<file path="src/design/pgm_pkg.sv">
package pgm_pkg;

    localparam int MAX_WIDTH = 1024;
    localparam int IDX_W     = $clog2(MAX_WIDTH);
    localparam int PIXEL_W   = 8;
    localparam int SUM_W     = PIXEL_W + 1;
    localparam int MAG_W     = 10;
    localparam int LW_W      = 11;

    localparam logic [LW_W-1:0]    LINE_WIDTH_RESET = LW_W'(640);
    localparam logic [PIXEL_W-1:0] VERT_CLAMP       = PIXEL_W'(255);
    localparam logic [MAG_W-1:0]   MAG_MAX          = MAG_W'(573);

    typedef struct packed {
        logic shift;
        logic clear;
    } t_cell_ctrl;

    function automatic logic [IDX_W-1:0] load_index(input logic [LW_W-1:0] width);
        logic [IDX_W-1:0] idx;
        if (width == '0) begin
            idx = '0;
        end else if (int'(width) > MAX_WIDTH) begin
            idx = IDX_W'(MAX_WIDTH - 1);
        end else begin
            idx = IDX_W'(int'(width) - 1);
        end
        return idx;
    endfunction

endpackage

</file>
<file path="src/design/pgm_cell.sv">
module pgm_cell (
    input  logic                          i_clk,
    input  logic                          i_rst_n,
    input  pgm_pkg::t_cell_ctrl           i_ctrl,
    input  logic                          i_load,
    input  logic [pgm_pkg::PIXEL_W-1:0]   i_pixel,
    input  logic [pgm_pkg::PIXEL_W-1:0]   i_next,
    output logic [pgm_pkg::PIXEL_W-1:0]   o_data
);
    import pgm_pkg::*;

    logic [PIXEL_W-1:0] r_data;
    logic [PIXEL_W-1:0] n_data;

    // insert point takes the new pixel, every other cell takes its upstream neighbor
    always_comb begin
        n_data = r_data;
        if (i_ctrl.clear) begin
            n_data = '0;
        end else if (i_ctrl.shift) begin
            n_data = i_load ? i_pixel : i_next;
        end
    end

    always_ff @(posedge i_clk) begin
        if (!i_rst_n) begin
            r_data <= '0;
        end else begin
            r_data <= n_data;
        end
    end

    assign o_data = r_data;

endmodule

</file>
<file path="config.mk">
export PLATFORM = sky130hd
export DESIGN_NAME = pgm_cell
export DESIGN_NICKNAME = d
export VERILOG_FILES = /design/src/design/pgm_pkg.sv /design/src/design/pgm_cell.sv
export SDC_FILE = /design/constraint.sdc
export NUM_CORES = 1
export LEC_CHECK = 0
export ABC_CLOCK_PERIOD_IN_PS = 1400
export BUFFER_PORTS_ARGS = -buffer_cell sky130_fd_sc_hd__buf_2
export CELL_PAD_IN_SITES_DETAIL_PLACEMENT = 1
export CELL_PAD_IN_SITES_GLOBAL_PLACEMENT = 2
export CORE_MARGIN = 5
export CORE_UTILIZATION = 20
export DETAILED_ROUTE_END_ITERATION = 10
export GPL_ROUTABILITY_DRIVEN = 0
export PLACE_DENSITY_LB_ADDON = 0.1
export SYNTH_ARGS = -nofsm -noshare
export SYNTH_HDL_FRONTEND = slang
export SYNTH_SLANG_ARGS = --single-unit
</file>
<file path="constraint.sdc">
create_clock -name i_clk -period 1.4 [get_ports i_clk]
set_clock_uncertainty 0.1 [all_clocks]
set_input_delay 0.42 -clock i_clk [delete_from_list [all_inputs] [get_ports i_clk]]
set_output_delay 0.42 -clock i_clk [all_outputs]
set_load 0.1 [all_outputs]
</file>
Yosys cells after proc, flatten, opt, wreduce, memory -nomap -nowiden
Cells that the tools add are included.
{"block": "word_totals", "inputBits": 21, "register_bits": 8}
{"block": "op_classes", "n_reduce_logical": 1, "muxes": 1, "n_bitwise": 1}
{"operator": "$mux 8", "n": 1}
{"operator": "$reduce_or 2->1", "n": 1}
{"operator": "$not 1->1", "n": 1}

Longest topological paths before layout
Gate-level depths: netlist of run 1.
{"block": "logic_depth", "word_depth": 2, "ltp_mapped": 4}

Least setup slack after synthesis of run 1
Ideal clock, no wire load.
{"block": "synth_timing", "path_kind": "reg-to-output", "start": "reg r_data[4] (netlist: o_data[4])", "end": "out o_data[4] (netlist name)", "required_time_ps": 880, "arrival_ps": 939, "path_slack_ps": -59, "path_stages_with_launch": 1, "path_buffers": 0, "path_cell_list": "dfxtp_1"}
{"element": "from (decl)", "line": "pgm_cell.sv:12", "source": "logic [PIXEL_W-1:0] r_data;"}
{"element": "from (signal assigned)", "line": "pgm_cell.sv:29", "source": "r_data <= n_data;"}
{"element": "to (decl)", "line": "pgm_cell.sv:8", "source": "output logic [pgm_pkg::PIXEL_W-1:0] o_data"}
No word-level cell between the ends.

Worst setup path after layout of run 1
{"block": "layout_timing", "start": "reg r_data[4] (netlist: o_data[4])", "end": "out o_data[4] (netlist name)"}
No word-level cell between the ends.

==> impl_metrics.tcl, run 1 <==
set metrics [dict create \
    synth-seq-cells 8 \
    crit_slowest_cell "dfxtp_2" \
    synthesis.area_um2 369 \
    drive_gt1_frac 0.625 \
    ys_types 9 \
    setup_viol 0 \
    die_y_um 53.0 \
    grt_pass1_vias 406 \
    synth_adder_area_share 0 \
    min_period_ns 1.32 \
    synth_fp_nets 58 \
    cpPeakStageDelay_ns 0.36 \
    synth_compound_area_frac 0.163 \
    hp-start "i_next[4]" \
    antenna_cells 0 \
    rrSetupSlack_ns 0.61 \
    drc 0 \
    fmax_mhz 759 \
    cp_data_required_time_ns 0.88 \
    cp.arrival_ns 0.80 \
    synthMuxAreaShare 0.217 \
    finalSetupTns_ns 0 \
    cts_hold_buf 0 \
    insertion_delay_ns 0.25 \
    maxCapViolCount 0 \
    whs_path_depth 3 \
    fillCellCount 211 \
    yosysWarnings 0 \
    status "completed" \
    synthSimpleGateAreaFrac 0.105 \
    mostFrequentLayoutCell "buf_2" \
    reg2regPathDepth 2 \
    mostFrequentLayoutCells "buf_2, mux2i_1, a211oi_1, dfxtp_2, buf_12" \
    synth_xor_area_frac 0 \
    syn_to_final_growth_pct 79.7 \
    slew_viol_final 0 \
    grt_max_degree 17 \
    gr-total-overflow 0 \
    crit_chain "buf_12" \
    htreeDepth 1 \
    ys_seq_area_frac 0.434 \
    antenna_left 0 \
    syn_inst 37 \
    clockRootBuffer "clkbuf_4" \
    wirelength_mm 1.04 \
    finalHoldViolCount 0 \
    crit_family "flip-flops" \
    holdCritPathClass "input pin to flop" \
    reg2reg_to "o_data[4]" \
    setup.worst_path.start_class "flop" \
    syn_area_per_cell_um2 9.98 \
    die_x_um 53.0 \
    max_slew_margin 0.786 \
    dr.pass1.iters 1 \
    drt_iter0_markers 0 \
    cts-resized-gates 0 \
    largest_reg_flops 8 \
    rr_startpoint "o_data[4]" \
    num_vias 363 \
    ir_worst_vdd_mv 0.592 \
    coreArea_um2 1750 \
    placement_rows 15 \
    antenna_found_initial 0 \
    path_clk_slew_ns 0.06 \
    grt_util_all_layers 0.0873 \
    cts_buffers 3 \
    io-pin-count 29 \
    grt_setup_unrepaired "false" \
    worstMarginPinSlew_ns 0.321 \
    cp-end-kind "primary output" \
    path_buf_inv 1 \
    min_to "o_data[4]" \
    seq_area_um2 170 \
    critPathMaxFanout 2 \
    synth_top_family_by_area "multiplexers" \
    multiInputGateArea_um2 179 \
    die_area_um2 2800 \
    p_total_mw 0.618 \
    cts_setup_buffers 0 \
    grt_first_pass_wirelength_mm 1.74 \
    critPathKind "flop to primary output" \
    start_util 0.211 \
    p_leak_nw 0.301 \
    finalCritPeriodShare 0.941 \
    wl_per_cell_um 11.6 \
    nNetsFinal 87 \
    port-buffer-count 28 \
    p_per_area_nw_per_um2 931 \
    cts_sinks 8 \
    viasPerCell 4.08 \
    cts_tree "built" \
    clockBufferDepth 2 \
]
## routing by layer
layer | routed length (um) | up-vias | share of wire | GRT usage
li1 | - | 186 | - | -
met1 | 411 | 156 | 0.40 | 0.0966
met2 | 508 | 21 | 0.49 | 0.140
met3 | 117 | 0 | 0.11 | 0.0676
met4 | 0 | 0 | 0 | 0
met5 | 0 | - | 0 | 0
## logic make-up (layout without fill, tap and decap cells)
family	after synthesis	after routing
AND/OR/NAND/NOR	9	9
AO/OA/AOI/OAI	8	8
multiplexers	8	8
flip-flops	8	8
buffers and inverters	4	31
## through the flow
| step | cell area (um^2) | util | hold slack (ns) | instances | setup WS, ns |
|---|---|---|---|---|---|
| after floorplan | 379 | - | 0.545 | 37 | 0.238 |
| after global placement | 641 | 0.367 | 0.392 | 86 | 0.164 |
| after detailed placement | 641 | 0.367 | 0.397 | 86 | 0.125 |
| after CTS | 663 | 0.380 | 0.394 | 89 | 0.0751 |
| after global routing | 663 | 0.380 | 0.405 | 89 | 0.0423 |
| final | 663 | 0.380 | 0.393 | 89 | 0.0832 |
## worst max-delay path by stage
| stage | end | cells past startpoint | slack, ns | start |
|---|---|---|---|---|
| floorplan | o_data[4] | 0 | 0.24 | o_data[4] |
| global placement | o_data[3] | 3 | 0.16 | i_ctrl[0] |
| detailed placement | o_data[3] | 3 | 0.12 | i_ctrl[0] |
| CTS | o_data[4] | 1 | 0.08 | o_data[4] |
| global route | o_data[4] | 1 | 0.04 | o_data[4] |
| finish | o_data[4] | 1 | 0.08 | o_data[4] |
## tightest hold or removal path: stages
cell      delay (ns)
buf_2           0.09
mux2i_1         0.12
a211oi_1        0.08
## cells in the mapped netlist
cell      number  area [um^2]
a211oi_1       8         60.1
buf_4          2         15.0
buf_6          1         11.3
clkbuf_1       1         3.75
dfxtp_1        8          160
mux2i_1        8         80.1
nand2b_1       1         6.26
nor2_1         7         26.3
nor2_2         1         6.26
## where the power goes
part           leakage (nW)  total, mW  internal (mW)  switching (mW)
clock                0.0138      0.179         0.0983          0.0811
sequential           0.0688      0.251          0.240          0.0105
combinational         0.218      0.187         0.0763           0.111
## cell type report
class,instances,share of cell area
sequential,8,0.257
clock buffer,3,0.0340
tap,25,0.0472
timing repair buffer,28,0.392
multi-input combinational,25,0.270
Note: power is estimated with default switching activity, not from simulation.
==> run 2: changes to the inputs <==
--- a/constraint.sdc
+++ b/constraint.sdc
@@ -3,3 +3,3 @@
 set_input_delay 0.42 -clock i_clk [delete_from_list [all_inputs] [get_ports i_clk]]
 set_output_delay 0.42 -clock i_clk [all_outputs]
-set_load 0.1 [all_outputs]
+set_load 0.005 [all_outputs]
==> run 2 against run 1 <==
Design area shrank 20%. Largest power group unchanged. Non-clock buffer count unchanged. Critical path depth did not move. Fmax grew 7.6%. Core utilization decreased by 7.5 points. Power is 18% lower.
==> impl_metrics.tcl, run 2 (same netlist as run 1, synthesis figures left out) <==
set metrics [dict create \
    status "completed" \
    largest_reg_flops 8 \
    cp-end-kind "primary output" \
    setup.worst_path.start "o_data[4]" \
    cts_sinks 8 \
    fmax_mhz 817 \
    min_period_ns 1.22 \
    mostFrequentLayoutCell "buf_2" \
    share_clk_of_total_power 0.360 \
    path_clk_slew_ns 0.06 \
    num_vias 362 \
    gr-total-overflow 0 \
    die_x_um 53.0 \
    switching_share 0.251 \
    fillCellCount 224 \
    cts_buffers 3 \
    ir_worst_vdd_mv 0.327 \
    antenna_left 0 \
    cp_data_required_time_ns 0.88 \
    start_util 0.211 \
    dr.pass1.iters 1 \
    dp_cells 86 \
    rrSetupSlack_ns 0.61 \
    finalCritPeriodShare 0.874 \
    coreArea_um2 1750 \
    path_depth 1 \
    worstMarginPinSlew_ns 0.326 \
    die_area_um2 2800 \
    placement_rows 15 \
    crit_chain "buf_2" \
    path_buf_inv 1 \
    slew_viol_final 0 \
    finalHoldViolCount 0 \
    setup_viol 0 \
    crit_slowest_cell "dfxtp_1" \
    final_area_um2 533 \
    cts-resized-gates 0 \
    grt_first_pass_wirelength_mm 1.73 \
    critPathKind "flop to primary output" \
    wl_per_cell_um 12.1 \
    reg2regPathDepth 2 \
    drc 0 \
    max_slew_margin 0.783 \
    io-pin-count 29 \
    finalNonFillerCells 89 \
    hp-start "o_data[3]" \
    multiInputGateArea_um2 179 \
    setup.worst_path.start_class "flop" \
    p_leak_nw 0.272 \
    htreeDepth 1 \
    seqPwrFrac 0.477 \
    cpPeakStageDelay_ns 0.33 \
    cp-endpoint "o_data[4]" \
    syn_to_final_growth_pct 44.4 \
    holdCritPathClass "flop to flop" \
    holdWs_ns 0.380 \
    drt_iter0_markers 0 \
    mostFrequentLayoutCells "buf_2, mux2i_1, a211oi_1, dfxtp_1, nor2_1" \
    antenna_cells 0 \
    wirelength_mm 1.08 \
    insertion_delay_ns 0.25 \
    grt_setup_unrepaired "false" \
    seq_area_um2 160 \
    grt_max_degree 17 \
    whs_path_depth 2 \
    critPathMaxFanout 2 \
    grt_pass1_vias 410 \
    fin_util 0.305 \
    post_dp_cell_area_um2 510 \
    clockBufferDepth 2 \
    maxCapViolCount 0 \
    power.internal_mw 0.381 \
    rr_startpoint "o_data[4]" \
    drive_gt1_frac 0.500 \
    port-buffer-count 28 \
    clockRootBuffer "clkbuf_4" \
    cts_setup_buffers 0 \
    combPwrFrac 0.163 \
    viasPerCell 4.07 \
    nNetsFinal 87 \
    crit_family "flip-flops" \
    cts_hold_buf 0 \
    die_y_um 53.0 \
    cp.arrival_ns 0.70 \
    antenna_found_initial 0 \
    finalSetupTns_ns 0 \
    cts_tree "built" \
    reg2reg_to "o_data[4]" \
    grt_util_all_layers 0.0889 \
    p_per_area_nw_per_um2 955 \
    p_sw_mw 0.128 \
]
-- run 2: per-stage QoR --
| step | setup slack (ns) | total power [mW] |
|---|---|---|
| floorplan | 0.327 | 0.296 |
| global placement | 0.149 | 0.333 |
| detailed placement | 0.145 | 0.333 |
| CTS | 0.152 | 0.526 |
| global route | 0.125 | 0.549 |
| finish | 0.176 | 0.509 |
-- run 2: worst min path at each step --
stage | end | slack [ns]
after detailed placement | o_data[3] | 0.37
after global placement | o_data[7] | 0.38
final | o_data[3] | 0.38
after CTS | o_data[3] | 0.38
after floorplan | o_data[3] | 0.37
after global routing | o_data[1] | 0.42
-- run 2: power by group through the flow --
stage	Clock [mW]	Combinational [mW]	Sequential, mW
final	0.183	0.0829	0.243
after global routing	0.210	0.0952	0.244
after CTS	0.197	0.0858	0.243
after detailed placement	0	0.0853	0.248
after global placement	0	0.0856	0.248
after floorplan	0	0.0465	0.249
-- run 2: area by class of cell --
type                       count  share of cell area
clock buffer                   3              0.0423
tap                           25              0.0587
sequential                     8               0.300
timing repair buffer          28               0.263
multi-input combinational     25               0.336
-- run 2: routing by layer --
layer | vias to the layer above | track usage | part of all wire
li1 | 185 | - | -
met5 | - | 0 | 0
met1 | 157 | 0.111 | 0.48
met4 | 0 | 0.0638 | 0
met2 | 20 | 0.124 | 0.42
met3 | 0 | 0.0310 | 0.10
