File: config.mk
export PLATFORM = sky130hd
export DESIGN_NAME = pgm_grad
export DESIGN_NICKNAME = d
export VERILOG_FILES = /design/src/design/pgm_pkg.sv /design/src/design/pgm_grad.sv
export SDC_FILE = /design/constraint.sdc
export NUM_CORES = 1
export LEC_CHECK = 0
export ABC_AREA = 1
export BUFFER_PORTS_ARGS = -buffer_cell sky130_fd_sc_hd__buf_4
export CAP_MARGIN = 30
export CORE_UTILIZATION = 38
export DETAILED_ROUTE_END_ITERATION = 10
export PLACE_DENSITY_LB_ADDON = 0.3
export RECOVER_POWER = 50
export SLEW_MARGIN = 15
export SYNTH_ARGS = -nofsm -noshare
export SYNTH_HDL_FRONTEND = slang
export SYNTH_SLANG_ARGS = --single-unit
File: constraint.sdc
create_clock -name i_clk -period 5.1 [get_ports i_clk]
set_input_delay 1.02 -clock i_clk [delete_from_list [all_inputs] [get_ports i_clk]]
set_output_delay 1.02 -clock i_clk [all_outputs]
set_load 0.01 [all_outputs]
File: src/design/pgm_pkg.sv
package pgm_pkg;

    localparam int MAX_WIDTH = 1024;
    localparam int IDX_W     = $clog2(MAX_WIDTH);
    localparam int PIXEL_W   = 8;
    localparam int SUM_W     = PIXEL_W + 1;
    localparam int MAG_W     = 10;
    localparam int LW_W      = 11;

    localparam logic [LW_W-1:0]    LINE_WIDTH_RESET = LW_W'(640);
    localparam logic [PIXEL_W-1:0] VERT_CLAMP       = PIXEL_W'(255);
    localparam logic [MAG_W-1:0]   MAG_MAX          = MAG_W'(573);

    typedef struct packed {
        logic shift;
        logic clear;
    } t_cell_ctrl;

    function automatic logic [IDX_W-1:0] load_index(input logic [LW_W-1:0] width);
        logic [IDX_W-1:0] idx;
        if (width == '0) begin
            idx = '0;
        end else if (int'(width) > MAX_WIDTH) begin
            idx = IDX_W'(MAX_WIDTH - 1);
        end else begin
            idx = IDX_W'(int'(width) - 1);
        end
        return idx;
    endfunction

endpackage

File: src/design/pgm_grad.sv
module pgm_grad (
    input  logic                          i_clk,
    input  logic                          i_rst_n,
    input  logic                          i_valid,
    input  logic [pgm_pkg::PIXEL_W-1:0]   i_pixel,
    input  logic [pgm_pkg::PIXEL_W-1:0]   i_above,
    input  logic                          i_stall,
    output logic                          o_stall,
    output logic                          o_accept,
    output logic                          o_valid,
    output logic [pgm_pkg::MAG_W-1:0]     o_magnitude
);
    import pgm_pkg::*;

    logic               advance;
    logic               accept;
    logic [PIXEL_W-1:0] vcur;
    logic [SUM_W-1:0]   vsum;
    logic [PIXEL_W-1:0] gv;
    logic [SUM_W-1:0]   s;
    logic [SUM_W-1:0]   gh;
    logic [MAG_W-1:0]   tsum;
    logic [MAG_W+1:0]   tri3;
    logic [MAG_W-1:0]   scaled;
    logic [MAG_W-1:0]   mag;

    logic [PIXEL_W-1:0] r_prev_v;
    logic [SUM_W-1:0]   r_prev_s;
    logic               r_s1_valid;
    logic [PIXEL_W-1:0] r_s1_gv;
    logic [SUM_W-1:0]   r_s1_gh;
    logic               r_out_valid;
    logic [MAG_W-1:0]   r_out_mag;

    assign advance  = !r_out_valid || !i_stall;
    assign accept   = i_valid && advance;
    assign o_stall  = !advance;
    assign o_accept = accept;

    always_comb begin
        vcur = (i_above >= i_pixel) ? (i_above - i_pixel) : (i_pixel - i_above);
        vsum = {1'b0, r_prev_v} + {1'b0, vcur};
        gv   = (vsum > {1'b0, VERT_CLAMP}) ? VERT_CLAMP : vsum[PIXEL_W-1:0];
        s    = {1'b0, i_above} + {1'b0, i_pixel};
        gh   = (r_prev_s >= s) ? (r_prev_s - s) : (s - r_prev_s);
    end

    // max(v,h,(3*(v+h))>>2)
    always_comb begin
        tsum   = MAG_W'(r_s1_gv) + MAG_W'(r_s1_gh);
        tri3   = (MAG_W+2)'(tsum) + {1'b0, tsum, 1'b0};
        scaled = tri3[MAG_W+1:2];
        mag    = MAG_W'(r_s1_gv);
        if (MAG_W'(r_s1_gh) > mag) begin
            mag = MAG_W'(r_s1_gh);
        end
        if (scaled > mag) begin
            mag = scaled;
        end
    end

    always_ff @(posedge i_clk) begin
        if (!i_rst_n) begin
            r_prev_v    <= '0;
            r_prev_s    <= '0;
            r_s1_valid  <= 1'b0;
            r_out_valid <= 1'b0;
        end else begin
            if (accept) begin
                r_prev_v <= vcur;
                r_prev_s <= s;
            end
            if (advance) begin
                r_s1_valid  <= accept;
                r_out_valid <= r_s1_valid;
            end
        end
    end

    always_ff @(posedge i_clk) begin
        if (advance) begin
            r_s1_gv   <= gv;
            r_s1_gh   <= gh;
            r_out_mag <= mag;
        end
    end

    assign o_valid     = r_out_valid;
    assign o_magnitude = r_out_mag;

    a_accept_fills_s1: assert property (@(posedge i_clk) disable iff (!i_rst_n)
        accept |=> r_s1_valid)
        else $error("accepted request did not reach stage one");

    a_s1_moves_out: assert property (@(posedge i_clk) disable iff (!i_rst_n)
        r_s1_valid && advance |=> r_out_valid)
        else $error("stage one result lost");

    a_held_result: assert property (@(posedge i_clk) disable iff (!i_rst_n)
        r_out_valid && i_stall |=> r_out_valid && $stable(r_out_mag))
        else $error("stalled result dropped or changed");

    a_mag_range: assert property (@(posedge i_clk) disable iff (!i_rst_n)
        r_out_valid |-> r_out_mag <= MAG_MAX)
        else $error("magnitude out of range");

endmodule

### Yosys cells after proc, flatten, opt, wreduce, memory -nomap -nowiden

Cells that the tools add are included.

* $add $sub $neg: 8
* reduce and logical (&&, ||, !) cells: 5
* $lt $le $gt $ge: 5
* muxes and demuxes: 4

Operator list (number)
* 8-bit by 8-bit adder with 9-bit output: 2
* 9-bit two-way mux: 2
* 9-bit subtractor: 2
* 8-bit subtractor: 2
* 10-bit by 11-bit adder with 12-bit output: 1
* 8-bit by 9-bit adder with 10-bit output: 1
* 10-bit > comparator: 1
* 10-bit two-way mux: 1
* 9-bit >= comparator: 1
* 9-bit by 8-bit > comparator with 1-bit output: 1
* 9-bit by 8-bit > comparator with 1-bit output, second input constant: 1
* 8-bit >= comparator: 1
* 8-bit two-way mux: 1
* 1-bit zero test: 3
* 1-bit logical AND: 1
* 1-bit logical OR: 1

* output and inout bits: 13
* word-level logic and storage cells: 29
* register bits after elaboration: 46
* input port bits: 20

### Logic depth before layout (Yosys ltp)

Gate-level depths: netlist of the first run.

* depth after elaboration: 4
* depth in mapped cells: 28
* depth with buffers taken out: 27

### Worst setup path after synthesis of the first run

Ideal clock, no wire load.

* path kind: in2reg
* from: input i_above[0] (netlist bit)
* to: register r_s1_gv[5] (data pin)
* stages: 21
* setup time: 282 ps
* arrival: 3937 ps
* path slack: 881 ps
* buffers on the path: 1
* required time: 4818 ps
* cells stage by stage: inv_1 > ha_1 > inv_1 > fa_1 > nand2_1 > inv_1 > o21ai_0 > nand2_1 > nand2_1 > nand3_1 > buf_2 > o21ai_0 > inv_1 > ha_1 > a21oi_1 > o21ai_0 > a21oi_1 > o21ai_0 > a21o_1 > a21oi_1 > o21ai_0

* cells in the longest elaborated chain, start to end: 4
* elaborated cells on any way between the ends: 6
* those cells by class: add/sub (3); order compare (2); mux (1)

Ends and longest elaborated chain
* from (decl): line pgm_grad.sv:6 `input logic [pgm_pkg::PIXEL_W-1:0] i_above,`
* 8-bit subtractor / 8-bit >= comparator (equally long branches): line pgm_grad.sv:41 `vcur = (i_above >= i_pixel) ? (i_above - i_pixel) : (i_pixel - i_above);`
* 8-bit two-way mux *: line pgm_grad.sv:41
* via vcur[3]: line pgm_grad.sv:17 `logic [PIXEL_W-1:0] vcur;`
* 8-bit by 8-bit adder with 9-bit output *: line pgm_grad.sv:42 `vsum = {1'b0, r_prev_v} + {1'b0, vcur};`
* 9-bit by 8-bit > comparator with 1-bit output: line pgm_grad.sv:43 `gv = (vsum > {1'b0, VERT_CLAMP}) ? VERT_CLAMP : vsum[PIXEL_W-1:0];`
* to (signal assigned): line pgm_grad.sv:82 `r_s1_gv <= gv;`
* to (decl): line pgm_grad.sv:30 `logic [PIXEL_W-1:0] r_s1_gv;`

Mark *: on every way through the listed nets, which the timed path passes. The rest lies on a longest branch.
A chain may end at the register's enable or synchronous reset.

### Worst setup path after layout of the first run

* from: register r_s1_gv[0]
* to: register r_out_mag[3], in the netlist o_magnitude[3] (data pin)

* cells in the longest elaborated chain, start to end: 4
* elaborated cells on any way between the ends: 6
* those cells by class: add/sub (2); order compare (2); mux (2)

Ends and longest elaborated chain
* 8-bit by 9-bit adder with 10-bit output / 9-bit by 8-bit > comparator with 1-bit output (equally long branches): line pgm_grad.sv:50, pgm_grad.sv:54
* 10-bit by 11-bit adder with 12-bit output / 9-bit two-way mux (equally long branches): line pgm_grad.sv:51, pgm_grad.sv:54
* 10-bit > comparator: line pgm_grad.sv:57 `if (scaled > mag) begin`
* 10-bit two-way mux *: line pgm_grad.sv:57
* via mag[3]: line pgm_grad.sv:25 `logic [MAG_W-1:0] mag;`
* to (signal assigned): line pgm_grad.sv:84 `r_out_mag <= mag;`
* to (decl): line pgm_grad.sv:33 `logic [MAG_W-1:0] r_out_mag;`

Marked as above.

==> results of run 1 <==
[flip-flops by register name, indices dropped and copies added, names as in the netlist]
name         count
o_magnitude     10
r_prev_s         9
r_s1_gh          9
r_s1_gv          8
r_prev_v         7
o_valid          1
r_s1_valid       1
[kinds of logic after synthesis]
family / Yosys count
AOI/OAI and AO/OA: 142
xor gates and xnor gates: 42
adders and majority gates: 90
buffers and inverters: 144
DFF: 45
muxes: 7
and+or+nand+nor: 218
[worst register-to-register path: cells and delay by family, from the launching register on]
family / cells / cell delay (ns)
buffers and inverters: 1 / 0.11
and+or+nand+nor: 9 / 1.12
AOI/OAI and AO/OA: 5 / 0.55
adders and majority gates: 4 / 1.49
xor gates and xnor gates: 2 / 0.63
DFF: 1 / 0.44
[metrics by stage]
stage	area (um2)	std cells	hold WS [ns]
floorplan	5110	688	0.441
global placement	5510	882	0.451
detailed placement	5510	882	0.468
CTS	5650	890	0.478
global route	5600	890	0.532
finish	5600	890	0.469
[metal layers]
layer  track usage, %  vias up
met4             5.21        0
met3             1.84       19
met1             20.9     1980
met2             32.8       55
met5                0        -
li1                 -     2295
[cell usage in the layout (no fill, tap or decap), drive strengths merged, types with 23 or more instances in the layout]
cell    count
buf        23
nand2     137
edfxtp     27
inv       125
nor2       28
nand3      42
ha         82
xor2       30
a21oi      70
o21ai      44
[area by class of cell]
type	count	area (um2)	area share, %
multi-input combinational	499	3370	60.2
inverter	126	473	8.45
clock inverter	1	5.00	0.0894
clock buffer	7	133	2.37
sequential	45	1170	20.9
tap	176	220	3.93
timing repair buffer	36	225	4.02
[how the worst max path moves through the flow]
stage	endpoint	cells past startpoint
6_report	o_magnitude[3]	21
5_1_grt	r_s1_gv[5]	20
4_1_cts	o_magnitude[3]	21
3_5_place_dp	r_s1_gv[5]	21
3_3_place_gp	r_s1_gv[5]	21
2_1_floorplan	r_s1_gv[5]	21
==> reports/qor.yml, run 1 <==
logic_synthesis:
  synth_cell_types: 40
  synth_top_cell_by_area: "ha_1"
  synth_area_per_cell_um2: 7.43
  synth_fa_ha_area_share_pct: 23.2
  synth_compound_area_share_pct: 16.1
  yosysMostFrequentCell: "nand2_1"
  synthFlopType: "edfxtp_1"
  synth_top_family_by_area: "adder cells"
  syn-cell-area_um2: 5110
  synthXorXnorAreaFrac_pct: 7.20
  yosysSeqAreaShare_pct: 22.9
  yosysWarnings: 0
  synth.area.mux_share_pct: 1.54
  async_reset_ff_share_pct: 0
  syn-num-nets: 798
  yosys.area_share.simple_pct: 18.0
  synth_edf_count: 27
  yosys-top-cells-area: "ha_1 20%, edfxtp_1 16%, nand2_1 9.5%"
  synth-seq-cells: 45
  synth_top_area_share_pct: 20.1
  synthCells: 688
  synthTopCellsByCount: "129 x nand2_1, 124 x inv_1, 82 x ha_1"
sta:
  setup_viol_count_final: 0
  finalCriticalPeriod_ns: 4.59
  finalHoldViolCount: 0
  worstMarginPinSlew_ns: 0.657
  layout_setup_ws_ns: 0.506
  fin_crit_sh_pct: 90.1
  fmax_ghz: 0.218
  rsz0062_at_grt: "no"
  slew_headroom_pct: 56.2
  fin_skew_ns: 0.00375
  finalSetupTns_ns: 0
  maxSlewViolCount: 0
routing:
  dr.pass1.iters: 4
  routed.top_layer: "met4"
  ant_nets: 0
  wl_met1_um: 5270
  drc_errors: 0
  wl_met3_um: 247
  wl_um: 11500
  wl_per_cell_um: 12.9
  via_per_inst: 4.89
  wl_met2_um: 5750
  dr_total_vias: 4349
  drt_iter0_markers: 170
setup_path:
  worstPathBufferInverterCount: 1
  crit_chain: "ha_1 -> fa_1 -> xnor2_1 -> inv_1 -> fa_1 -> nor2_1 -> nand3_1 -> nand2_1 -> nand2_1 -> nand2_2 -> xor2_1 -> ha_1 -> a21oi_1 -> o21ai_0 -> a21oi_1 -> o21ai_0 -> a21oi_1 -> or2_2 -> nand2_2 -> nand2_1 -> nand2_1"
  r2r_cells: 21
  crit_family: "adder cells"
  critPathSlowestCell: "fa_1"
  crit_start: "r_s1_gv[0]"
  critPathCaptureType: "flop"
  critPathLaunchType: "flop"
  critPathArrivalTime_ns: 4.63
  cpMostUsedCell: "nand2_1"
  slowest_delay_ns: 0.47
  r2r_slack_ns: 0.51
  rr_startpoint: "r_s1_gv[0]"
  cp_max_fo: 10
  worstPathRequired_ns: 5.13
  timing.rr.end: "o_magnitude[3]"
  crit_type: "flop to flop"
global_route:
  grt_overflow: 0
  grt_max_degree: 30
  track_usage_pct: 17.5
  antenna_found_initial: 0
  grt_pass1_wl_um: 20200
  grt_pass1_vias: 4499
placed_design:
  place_hpwl_um: 9680
  gp_congestion: 0.956
  io_buffers: 32
  preCtsSetupSlack_ns: 0.278
finish:
  drive_gt1_share_pct: 7.98
  utilization_pct: 42.5
  syn_to_final_growth_pct: 9.54
  final_nets: 823
  fillers: 1334
  diodes: 0
floorplanning:
  initial_core_util_pct: 38.8
  die_w_um: 118
  rows: 42
  fp.dieArea_um2: 13900
  die_y_um: 118
  core_um2: 13200
  io_pins: 33
cts:
  h-tree-depth: 2
  cts_hold_buf: 0
  root_buffer: "clkbuf_16"
  clkLatencyLatePin_ns: 0.28
  path_clk_slew_ns: 0.06
  ctsResizeCount: 0
  cts_sinks: 45
  postCtsSetupBuffers: 0
  clockBufferDepth: 2
  tritoncts: "done"
  cts_inserted_buffers: 5
hold_path:
  min_from: "r_s1_valid"
  whs_path_depth: 2
  holdPathEnd: "r_s1_valid"
  holdCritPathClass: "flop to flop"
status:
  status: "finished, final reports clean"
run:
  maxCapViolations: 0
Power of run 1 is not shown: default switching activity piles up to over one toggle a cycle in this logic, so the estimate is an artifact.
==> inputs of run 2 (changes only) <==
CORE_MARGIN = 8   (was default)
REMOVE_ABC_BUFFERS = 1   (was default)
==> run 2 against run 1 <==
Non-clock buffer count is 1 higher. Worst setup slack better by 0.013 ns. Final cell count is 0.11% higher. Via count is 1.4% higher. Highest routed layer unchanged. Largest cell class unchanged. Wire length is 4.1% higher. First-iteration DRC count is 4.7% higher. Clock skew is 0.0044 ns higher. Hold slack better by 0.0022 ns. Register-to-register slack hardly changed. Maximum frequency is 0.27% higher. Critical path depth stayed put. Critical endpoint is now o_magnitude[1]. Flip-flop and latch count stayed put.
==> reports/qor.yml, run 2 (same netlist as run 1, synthesis figures left out) <==
setup_path:
  slowest_delay_ns: 0.47  # about the same
  crit_family: "adder cells"  # unchanged
  critPathArrivalTime_ns: 4.62  # was 4.63 ns
  critPathCaptureType: "flop"  # unchanged
  worst-path-stages: 21  # unchanged
  crit_chain: "ha_1 -> fa_1 -> xnor2_1 -> inv_1 -> fa_1 -> nor2_1 -> nand3_1 -> nand2_1 -> nand2_1 -> nand2_2 -> xor2_1 -> ha_1 -> a21oi_1 -> o21ai_0 -> a21oi_1 -> o21ai_0 -> a21oi_1 -> or2_2 -> nand2_2 -> nand2_1 -> nand2_1"  # unchanged
  worstPathRequired_ns: 5.14  # was 5.13 ns
  critPathSlowestCell: "fa_1"  # unchanged
  worstPathBufferInverterCount: 1  # unchanged
  critPathLaunchType: "flop"  # unchanged
  cp_max_fo: 10  # unchanged
  crit_type: "flop to flop"  # unchanged
  cpMostUsedCell: "nand2_1"  # unchanged
  r2r_cells: 21  # unchanged
global_route:
  grt_overflow: 0  # unchanged
  use_met3_pct: 1.79  # was 1.84%
  antenna_found_initial: 0  # unchanged
  grt_pass1_vias: 4420  # was 4499
  track_usage_pct: 13.9  # was 17.5%
  grtUsageMet1_pct: 15.7  # was 20.9%
  grt_pass1_wl_um: 20600  # was 20200 um
  top_usage_layer: "met2"  # unchanged
  grt_max_degree: 30  # unchanged
  grtUsageMet2_pct: 25.4  # was 32.8%
floorplanning:
  rows: 42  # unchanged
  die_w_um: 132  # was 118 um
  fp.dieArea_um2: 17400  # was 13900 um2
  die_y_um: 132  # was 118 um
  core_um2: 13200  # unchanged
  io_pins: 33  # unchanged
  initial_core_util_pct: 38.8  # unchanged
finish:
  final_cell_mix: "129 x nand2_1, 124 x inv_1, 82 x ha_1"  # unchanged
  final_common_cell: "nand2_1"  # unchanged
  largest_reg_flops: 10  # unchanged
  utilization_pct: 42.6  # was 42.5%
  drive_gt1_share_pct: 8.25  # was 7.98%
  diodes: 0  # unchanged
  syn_to_final_growth_pct: 9.81  # was 9.54%
  final_nets: 824  # was 823
sta:
  worstMarginPinSlew_ns: 0.646  # was 0.657 ns
  rsz0062_at_grt: "no"  # unchanged
  setup_viol_count_final: 0  # unchanged
  maxSlewViolCount: 0  # unchanged
  fin_skew_ns: 0.00818  # was 0.00375 ns
  fin_crit_sh_pct: 89.8  # was 90.1%
  finalCriticalPeriod_ns: 4.58  # was 4.59 ns
  fmax_ghz: 0.218  # about the same
  slew_headroom_pct: 56.9  # was 56.2%
  finalSetupTns_ns: 0  # unchanged
  finalHoldViolCount: 0  # unchanged
run:
  maxCapViolations: 0  # unchanged
routing:
  ant_nets: 0  # unchanged
  dr.pass1.iters: 6  # was 4
  via_per_inst: 4.95  # was 4.89
  wl_um: 12000  # was 11500 um
  drt_iter0_markers: 178  # was 170
  dr_total_vias: 4412  # was 4349
  wl_per_cell_um: 13.4  # was 12.9 um
  drc_errors: 0  # unchanged
cts:
  cts_sinks: 45  # unchanged
  ctsResizeCount: 0  # unchanged
  h-tree-depth: 2  # unchanged
  cts_hold_buf: 0  # unchanged
  tritoncts: "done"  # unchanged
  root_buffer: "clkbuf_16"  # unchanged
  postCtsSetupBuffers: 0  # unchanged
  cts_inserted_buffers: 5  # unchanged
  clkLatencyLatePin_ns: 0.29  # was 0.28 ns
  path_clk_slew_ns: 0.06  # about the same
  clockBufferDepth: 2  # unchanged
hold_path:
  holdCritPathClass: "flop to flop"  # unchanged
  whs_path_depth: 2  # unchanged
placed_design:
  io_buffers: 32  # unchanged
  gp_congestion: 0.908  # was 0.956
  place_hpwl_um: 10000  # was 9680 um
status:
  status: "finished, final reports clean"  # unchanged
## run 2: layout make-up
cell class / instances / area, um2
fill: 1354 / 7580
multi-input combinational: 499 / 3370
sequential: 45 / 1170
inverter: 126 / 473
timing repair buffer: 37 / 233
tap: 176 / 220
clock buffer: 6 / 129
clock inverter: 2 / 15.0
## run 2: per-layer routing
| layer | part of all wire [%] | vias to the layer above |
|---|---|---|
| met5 | 0 | - |
| met4 | 3.2 | 0 |
| met3 | 2.7 | 24 |
| met2 | 50 | 81 |
| met1 | 44 | 2015 |
| li1 | - | 2292 |
## run 2: worst paths after layout
kind,startpoint,endpoint,slack (ns)
min reg2reg,r_s1_valid,r_s1_valid,0.47
min,r_s1_valid,r_s1_valid,0.47
max reg2reg,r_s1_gv[0],o_magnitude[1],0.52
max,r_s1_gv[0],o_magnitude[1],0.52
## run 2: through the flow
stage / hold WS, ns / setup slack (ns) / instances / cell area, um2
2_1_floorplan: 0.441 / 0.842 / 670 / 5020
3_3_place_gp: 0.449 / 0.418 / 883 / 5520
3_5_place_dp: 0.463 / 0.347 / 883 / 5520
4_1_cts: 0.474 / 0.560 / 891 / 5660
5_1_grt: 0.502 / 0.168 / 891 / 5610
6_report: 0.471 / 0.518 / 891 / 5610
## run 2: worst min-delay path, delay by kind of cell (launching register included)
kind             cells  cell delay [ns]
AO/OA/AOI/OAI        1             0.05
flip-flops           1             0.31
AND/OR/NAND/NOR      1             0.06
Power of run 2 is left out for the same reason.
